$ cat config.mk
export PLATFORM = sky130hd
export DESIGN_NAME = tdc_ram
export DESIGN_NICKNAME = d
export VERILOG_FILES = /design/src/hdl/tdc_ram.sv
export SDC_FILE = /design/constraint.sdc
export NUM_CORES = 1
export LEC_CHECK = 0
export CAP_MARGIN = 20
export CORE_ASPECT_RATIO = 2
export CORE_MARGIN = 5
export CORE_UTILIZATION = 25
export CTS_BUF_LIST = sky130_fd_sc_hd__clkbuf_2
export DETAILED_ROUTE_END_ITERATION = 7
export DONT_BUFFER_PORTS = 1
export PLACE_DENSITY_LB_ADDON = 0.2
export SYNTH_ARGS = -nofsm -noshare
export SYNTH_HDL_FRONTEND = slang
export SYNTH_SLANG_ARGS = --single-unit
$ cat constraint.sdc
create_clock -name clk -period 4.6 [get_ports clk]
set_input_delay 0.92 -clock clk [delete_from_list [all_inputs] [get_ports clk]]
set_output_delay 0.92 -clock clk [all_outputs]
set_load 0.1 [all_outputs]
$ cat src/hdl/tdc_ram.sv
// ----------------------------------------------------------------------------
// tdc_ram
// Generic single write port, single read port RAM with a registered read.
// ----------------------------------------------------------------------------
`default_nettype none

module tdc_ram #(
  parameter int WIDTH = 8,
  parameter int DEPTH = 8,
  localparam int AW = (DEPTH > 1) ? $clog2(DEPTH) : 1
) (
  input  wire logic             clk,
  input  wire logic             we,
  input  wire logic [AW-1:0]    waddr,
  input  wire logic [WIDTH-1:0] wdata,
  input  wire logic [AW-1:0]    raddr,
  output logic      [WIDTH-1:0] rdata
);

  logic [WIDTH-1:0] mem [DEPTH];

  always_ff @(posedge clk) begin
    if (we) begin
      mem[waddr] <= wdata;
    end
    rdata <= mem[raddr];
  end

endmodule

`default_nettype wire

==> key figures <==
Power
  • Worst vdd rail ir drop: 0.0920 mV
  • Leakage power total: 0.940 nW
  • Power Dens Cells: 381 nW/um2

Die
  • # rows: 53
  • Initial Util: 25.5%
  • DIE AREA: 13100 um2
  • Io pins: 24
  • Die Span Y: 157 um
  • Die W: 83.4 um
  • Core Footprint: 10500 um2

Critical path
  • Critical path type: register to output pin
  • Max FO, Critical Path: 1
  • Critical path data arrival time: 1.45 ns
  • CP required: 3.68 ns
  • CP Launch Type: register
  • CP Capture Type: output pin

Place
  • Final HPWL from detailed placement: 3.52 mm
  • IO buf count: 0
  • Placed insts: 247
  • RD Place Congestion: 0.645

Global routing
  • Vias in the first global route: 1255
  • Congestion Overflow GR: 0
  • Largest net degree at the start of global routing: 17
  • Initial antenna violation count: 1
  • Gr usage total: 8.16%
  • First-pass GRT wire length: 7.27 mm

Synth
  • Syn Nets: 130
  • Sequential area share after synthesis: 77.4%
  • Post-synthesis cell area: 2690 um2
  • Synthesis warning total: 0
  • Mapped Cells: 114
  • Cell variety after synth: 14
  • Synth Area per Inst: 23.6 um2
  • Yosys reg bits: 72

Worst hold path
  • Worst min path class: input pin to register

STA
  • Final setup vio count: 0
  • Unrepaired setup endpoints after global routing: false
  • Slew @ Worst Pin: 1.04 ns
  • Period utilization: 51.5%
  • Max Slew Vio Count: 0
  • Slew headroom: 30.4%
  • Post-Route Skew: 0.0178 ns
  • Setup TNS: 0 ns
  • Fin. Hold Viols: 0
  • FMAX: 422 MHz
  • Min cycle time layout: 2.37 ns

Finish
  • Layout cell share with drive strength beyond 1: 20.5%
  • Most frequent cells in the layout: edfxtp_1 (64), mux4_1 (15), clkbuf_2 (11)
  • Most common cell after layout, fill and taps aside: edfxtp_1
  • Final Net Count: 138
  • Fill cell count: 1030
  • P&R area growth vs syn: 8.23%
  • Post-Layout Cell Count: 265

CTS
  • Clock-pin slew on the worst setup and hold paths: 0.18 ns
  • Setup bufs post-CTS: 0
  • CTS tree: built
  • Hold-fix buffers, CTS: 0
  • Post-CTS sizing: 0
  • CTS Root Cell: clkbuf_2
  • Clock buffer depth: 2
  • Total CTS buffers: 9
  • Clk Latency, worst-skew pair: 0.46 ns
  • H-tree depth: 3
  • Clk sinks: 72

Detailed routing
  • Via-to-Cell Ratio: 4.12
  • Wire length per cell: 18.8 um
  • Via count: 1092
  • Pre-antenna DRT Iters: 4
  • Overall routed net length: 4.98 mm
  • Post-DRT Antenna Nets: 0
  • Initial DRC count: 82
  • DRC: 0

Run status
  • Status: complete, no violations

Run
  • Max Cap Viol: 0
==> layout make-up <==
cell class / count / area [um2] / share of cell area (%)
sequential: 72 / 2080 / 71.5
multi-input combinational: 37 / 566 / 19.4
tap: 137 / 171 / 5.88
clock buffer: 11 / 55.1 / 1.89
clock inverter: 5 / 23.8 / 0.816
timing repair buffer: 2 / 12.5 / 0.430
antenna: 1 / 2.50 / 0.0859
==> path summary, 6_finish.rpt <==
| kind | end | slack (ns) | start | depth (start not counted) |
|---|---|---|---|---|
| worst max register to register | rdata[0]$_DFF_P_ | 3.29 | mem[1][0]$_DFFE_PP_ | 2 |
| worst max-delay path | rdata[2] | 2.23 | rdata[2]$_DFF_P_ | 0 |
| worst min-delay path | mem[3][2]$_DFFE_PP_ | 0.54 | wdata[2] | 0 |
| worst min register to register | rdata[6]$_DFF_P_ | 0.68 | mem[2][6]$_DFFE_PP_ | 2 |
==> metrics by stage <==
stage | utilization [%] | worst slack, ns | power [mW] | cell area, um2 | hold WS (ns)
6_report | 27.6 | 2.23 | 1.11 | 2910 | 0.535
5_1_grt | 27.6 | 2.11 | 1.15 | 2910 | 0.436
4_1_cts | 27.6 | 2.15 | 1.12 | 2910 | 0.468
3_5_place_dp | 26.8 | 2.19 | 0.857 | 2830 | 0.666
3_3_place_gp | 26.7 | 2.24 | 0.854 | 2820 | 0.656
2_1_floorplan | - | 2.52 | 0.852 | 2690 | 0.641
==> worst register-to-register path, cell delays in order, from the launching register on <==
cell and delay (ns):
edfxtp_1 0.39, mux4_1 0.54, mux2_2 0.28
==> power by group <==
group / internal, mW / total (mW) / switching, mW
registers: 0.738 / 0.801 / 0.0631
clock network: 0.0707 / 0.270 / 0.199
logic: 0.0243 / 0.0388 / 0.0145
==> state kept, by name, summed over array words and instances (netlist names) <==
signal	count
rdata	8
mem	64
==> logic make-up after synthesis <==
| group | Yosys count | share of synthesized area, % |
|---|---|---|
| buf+inv | 5 | 1.63 |
| flops | 72 | 77.4 |
| mux | 24 | 18.8 |
| simple gates | 13 | 2.19 |
==> Yosys cell counts <==
cell type,instances,area (um2)
buf_6,1,11.3
mux2_2,8,90.1
nor2_1,6,22.5
nand2b_1,3,18.8
nor3_1,2,10.0
buf_12,1,20.0
edfxtp_1,64,1920
mux4_1,15,394
mux4_2,1,22.5
buf_2,1,5.00
clkbuf_1,1,3.75
buf_1,1,3.75
dfxtp_1,8,160
nand2_1,2,7.51
==> metal layers <==
| metal | track usage (%) | vias to the layer above | routed length [um] |
|---|---|---|---|
| li1 | - | 496 | - |
| met1 | 6.35 | 555 | 1560 |
| met2 | 15.8 | 33 | 2950 |
| met3 | 4.16 | 8 | 371 |
| met4 | 4.44 | 0 | 108 |
| met5 | 0 | - | 0 |
Power figures use the tool's default switching activity.
