## config.mk

```make
export PLATFORM = sky130hd
export DESIGN_NAME = tdc_div
export DESIGN_NICKNAME = d
export VERILOG_FILES = /design/src/hdl/tdc_pkg.sv /design/src/hdl/tdc_div.sv
export SDC_FILE = /design/constraint.sdc
export NUM_CORES = 1
export LEC_CHECK = 0
export ABC_AREA = 1
export BUFFER_PORTS_ARGS = -buffer_cell sky130_fd_sc_hd__buf_2
export CAP_MARGIN = 20
export CORE_MARGIN = 2
export CORE_UTILIZATION = 35
export DETAILED_ROUTE_END_ITERATION = 8
export SETUP_SLACK_MARGIN = 0.15
export SYNTH_ARGS = -nofsm -noshare
export SYNTH_HDL_FRONTEND = slang
export SYNTH_SLANG_ARGS = --single-unit
```

## constraint.sdc

```tcl
create_clock -name clk -period 36.1 [get_ports clk]
set_input_delay 7.22 -clock clk [delete_from_list [all_inputs] [get_ports clk]]
set_output_delay 7.22 -clock clk [all_outputs]
set_load 0.01 [all_outputs]
```

## src/hdl/tdc_pkg.sv

```systemverilog
// ----------------------------------------------------------------------------
// tdc_pkg
// Shared types, codes and constants of the piecewise time dilation converter.
// ----------------------------------------------------------------------------
`default_nettype none

package tdc_pkg;

  localparam int SEC_W   = 34;
  localparam int NSEC_W  = 30;
  localparam int RATE_W  = 32;
  localparam int NS_W    = 64;
  localparam int NUM_W   = 80;
  localparam int QUO_W   = 64;

  localparam logic [NSEC_W-1:0] NS_PER_SEC = 30'd1000000000;
  localparam logic [NSEC_W-1:0] NSEC_MAX   = 30'd999999999;
  localparam logic [SEC_W-1:0]  SEC_MAX    = 34'h3_FFFF_FFFF;
  localparam logic [NS_W-1:0]   NS_CAP     = 64'd17179869183999999999;

  // floor(2^61 / 10^9): applied to a nanosecond count shifted right by 29 it
  // estimates whole seconds at most three below the true quotient.
  localparam logic [31:0]       RCP_1E9    = 32'd2305843009;

  localparam logic [1:0] FN_WRITE  = 2'd0;
  localparam logic [1:0] FN_TIME   = 2'd1;
  localparam logic [1:0] FN_SLEEP  = 2'd2;
  localparam logic [1:0] FN_UNUSED = 2'd3;

  localparam logic [1:0] ST_CONV    = 2'd0;
  localparam logic [1:0] ST_BEFORE  = 2'd1;
  localparam logic [1:0] ST_NONE    = 2'd2;
  localparam logic [1:0] ST_WRITTEN = 2'd3;

  typedef struct packed {
    logic [SEC_W-1:0]  sec;
    logic [NSEC_W-1:0] nsec;
    logic [RATE_W-1:0] rate;
  } entry_t;

  localparam int ENT_W = $bits(entry_t);

  typedef struct packed {
    logic              start;
    logic [NUM_W-1:0]  num;
    logic [RATE_W-1:0] den;
  } div_req_t;

  typedef struct packed {
    logic              done;
    logic [QUO_W-1:0]  quo;
  } div_rsp_t;

  function automatic logic [NS_W-1:0] sat_add(input logic [NS_W-1:0] a,
                                               input logic [NS_W-1:0] b);
    logic [NS_W:0] s;
    s = {1'b0, a} + {1'b0, b};
    return s[NS_W] ? {NS_W{1'b1}} : s[NS_W-1:0];
  endfunction

endpackage

`default_nettype wire

```

## src/hdl/tdc_div.sv

```systemverilog
// ----------------------------------------------------------------------------
// tdc_div
// Restoring divider, one quotient bit per cycle, 80-bit numerator.
// ----------------------------------------------------------------------------
`default_nettype none

module tdc_div (
  input  wire logic              clk,
  input  wire logic              rst,
  input  wire tdc_pkg::div_req_t req,
  output tdc_pkg::div_rsp_t      rsp
);

  logic                           run;
  logic [6:0]                     cnt;
  logic [tdc_pkg::NUM_W-1:0]      num_sh;
  logic [tdc_pkg::RATE_W-1:0]     den_q;
  logic [tdc_pkg::RATE_W-1:0]     rem;
  logic [tdc_pkg::QUO_W-1:0]      quo;
  logic                           ovf;
  logic                           done;
  logic [tdc_pkg::RATE_W:0]       trial;
  logic                           take;

  assign trial = {rem, num_sh[tdc_pkg::NUM_W-1]};
  assign take  = trial >= {1'b0, den_q};

  always_ff @(posedge clk) begin
    done <= 1'b0;
    if (rst) begin
      run <= 1'b0;
    end else if (req.start) begin
      run    <= 1'b1;
      cnt    <= 7'(tdc_pkg::NUM_W - 1);
      num_sh <= req.num;
      den_q  <= (req.den == '0) ? tdc_pkg::RATE_W'(1) : req.den;
      rem    <= '0;
      quo    <= '0;
      ovf    <= 1'b0;
    end else if (run) begin
      num_sh <= num_sh << 1;
      rem    <= take ? tdc_pkg::RATE_W'(trial - {1'b0, den_q}) : trial[tdc_pkg::RATE_W-1:0];
      quo    <= {quo[tdc_pkg::QUO_W-2:0], take};
      // A quotient bit above bit 63 means the result does not fit.
      if (take && (cnt >= 7'(tdc_pkg::QUO_W))) begin
        ovf <= 1'b1;
      end
      if (cnt == '0) begin
        run  <= 1'b0;
        done <= 1'b1;
      end
      cnt <= cnt - 7'd1;
    end
  end

  assign rsp.done = done;
  assign rsp.quo  = ovf ? {tdc_pkg::QUO_W{1'b1}} : quo;

endmodule

`default_nettype wire

```

==> impl_results.md <==
- Synth Area per Inst: 8.06 µm²
- Top cells by count, synth: 608 x nand2_1, 237 x inv_1, 216 x edfxtp_1, 176 x nor2_1, 63 x clkbuf_1
- Max-slew violations: 0
- Initial antenna violation count: 6
- Die H: between 150 and 200 µm
- Largest cells by area after synthesis: edfxtp_1 54%, nand2_1 19%, inv_1 7.3%
- Final min period: 9.93 ns
- Rows: 68
- WS Path Type: in -> reg
- Pwr/cell area: 48.0 nW/µm²
- Share of the synthesized area in the top cell type: 53.6%
- Layout area overhead: 16.9%
- Congestion Overflow GR: 0
- Vias in the first global route: 9,136
- CTS buffer count: 25
- Leak: 0.00698 µW
- Post-synthesis sequential area ratio: 53.9%
- Fin. Hold Viols: 0
- MaxCap Viol Count: 0
- Post-Syn Nets: 1,652
- Gate Count Post-Synth: between 1,500 and 2,000
- Placed wire-length estimate: 20.3 mm
- Clock buffer depth: 3
- Predominant post-synthesis flop cell: edfxtp_1
- Status: completed
- Sequential share of power: 45.1%
- FFs w/ async S/R, synth: 0%
- Layout cells sized above 1: 15.1%
- Starting density of the core: 35.3%
- Yosys top cell by area: edfxtp_1
- Maximum VDD drop: approximately 0.04 mV
- Final net count: 1,790
- Crit path required time: 36.25 ns
- Fin crit share: between 20% and 30%
- RSZ-0062 raised after global routing: no
- Clock sinks: roughly 220
- Switching power: approximately 190 µW
- HP Start: num_sh[26]
- DRC viols: 0
- WL final: 28.5 mm
- Crit path launch type: input port
- Core Footprint: 34,300 µm²
- Final setup violation count: 0
- Latest clock arrival within the worst-skew pair: around 0.52 ns
- Post-synth EDFFs: 216
- DR pass1 iterations: 8
- Largest net degree at the start of global routing: roughly 110
- Routed len/inst: about 13 µm
- Initial DRC count: 646
- Clock power frac: 36.5%
- R2r startpoint: rem[23]
- Post-CTS Resized: 0
- Yosys cell types: 34
- CP Max Fanout: 62
- Clock Root Buffer: clkbuf_16
- Number of post-CTS setup repair buffers: 0
- Crit path launch: req[112]
- Chip width: 190 µm
- Setup TNS: 0 ns
- Seq cells post-synth: 218
- Post-route ant nets: 0
- Slew margin rel.: between 30 and 40%
- Crit path capture type: register
- Tightest Pin Transition: 1.04 ns
- GRT Util Overall: 15.9%
- Fmax: 0.101 GHz
- Synth warn: 0
- Gpl congestion: 0.885
- Port Buf Inserts: 179
- Data arrival, critical path: 10.08 ns
- Comb pwr share: a little under a fifth
- Util after Layout: 41.3%
- CTS tree: built
- Switch share: 28.0%
- I/O pins: 180
- Skew final: 0.0113 ns
- Routed vias/inst: 4.41
- Hold Path Class: reg -> reg
- Die Area: 36,100 µm²
- Top-count cell post-synth: nand2_1
- Clk slew on worst S/H paths: 0.06 ns
- Post-Synthesis Cell Area: 12,100 µm²
- Routed vias: a little over 9,000
- CTS Hold Buffers Added: 0
- Pint: 490 µW
- First-pass GRT wire length: 46.3 mm
- CTS HTree Levels: 1
## layout by cell type (no fill, tap or decap), types with 2 or more instances in the layout
cell type	netlist	final
inv_2	4	3
or2_2	2	2
nand3_2	2	2
dfxtp_1	2	2
and2_1	9	9
nand3b_1	23	23
bufinv_16	0	2
nand2_2	3	3
nor2_1	176	175
inv_1	237	237
nor2_2	9	9
a21oi_1	22	21
diode_2	0	4
clkinv_2	0	5
nor2_4	1	2
nor4_1	7	7
clkbuf_8	0	2
xor2_1	15	15
clkbuf_1	63	6
clkbuf_16	0	25
buf_4	2	6
edfxtp_1	216	216
clkinv_1	0	2
o21ai_0	4	4
nand2_1	608	608
buf_2	5	178
a21o_1	2	2
inv_4	2	2
nand3_1	32	32
nand4_1	9	9
ha_1	34	34
nand2_8	2	2
clkinvlp_4	0	2
nor3_1	2	2
## power by group through the flow
stage / Combinational [µW] / Sequential (µW) / Clock [µW]
CTS: 126 / 307 / 256
floorplan: 90.8 / 314 / 0
finish: 125 / 307 / 248
global placement: 124 / 312 / 0
detailed placement: 125 / 312 / 0
global route: 144 / 308 / 266
## layout make-up
type	instances	area, µm²
tap	455	569
clock buffer	33	676
inverter	243	918
sequential	218	6530
multi-input combinational	967	4380
fill	3488	20100
timing repair buffer	185	963
clock inverter	12	120
antenna	4	10.0
## final timing paths
check                     to  slack (ns)  cells after the start
setup / recovery     quo[19]       26.17                      5
hold / removal    num_sh[27]        0.51                      2
setup reg to reg     rem[25]       33.55                     12
hold reg to reg   num_sh[27]        0.51                      2
## critical path: stages
cell	delay, ns
buf_4	0.37
clkinv_2	0.73
a21oi_4	0.33
buf_4	0.67
buf_4	0.69
## cells by family (layout without fill, tap and decap cells)
family                     after synthesis  count (layout)  synth area share (%)
DFF                                    218             218                  53.9
adders and majority gates               35              35                  3.68
other                                    0               4                     0
xor gates and xnor gates                16              16                  1.16
and+or+nand+nor                        886             886                  29.8
buffers and inverters                  317             473                  10.1
AOI/OAI and AO/OA                       30              30                  1.32
## metrics by stage
step	hold WS (ns)	setup WS (ns)	cells	instance area [µm²]	power, µW
2_1_floorplan	0.442	18.89	1502	12100	405
3_3_place_gp	0.492	25.62	2067	13300	435
3_5_place_dp	0.499	25.58	2067	13300	437
4_1_cts	0.512	26.13	2112	14100	689
5_1_grt	0.531	25.88	2115	14200	718
6_report	0.509	26.17	2117	14200	680
## flip-flops by register name (all words and copies together) (netlist names)
| register | cells |
|---|---|
| done | 1 |
| cnt | 7 |
| num_sh | 80 |
| rem | 32 |
| ovf | 1 |
| run | 1 |
| quo | 64 |
| den_q | 32 |
## metal layers
| metal | vias up | track usage, % | part of all wire (%) |
|---|---|---|---|
| li1 | 4883 | - | - |
| met1 | 4207 | 22.2 | 47 |
| met2 | 203 | 25.3 | 45 |
| met3 | 45 | 3.01 | 5.9 |
| met4 | 4 | 4.00 | 1.9 |
| met5 | - | 0 | 0.084 |
(Power assumes the default switching activity.)
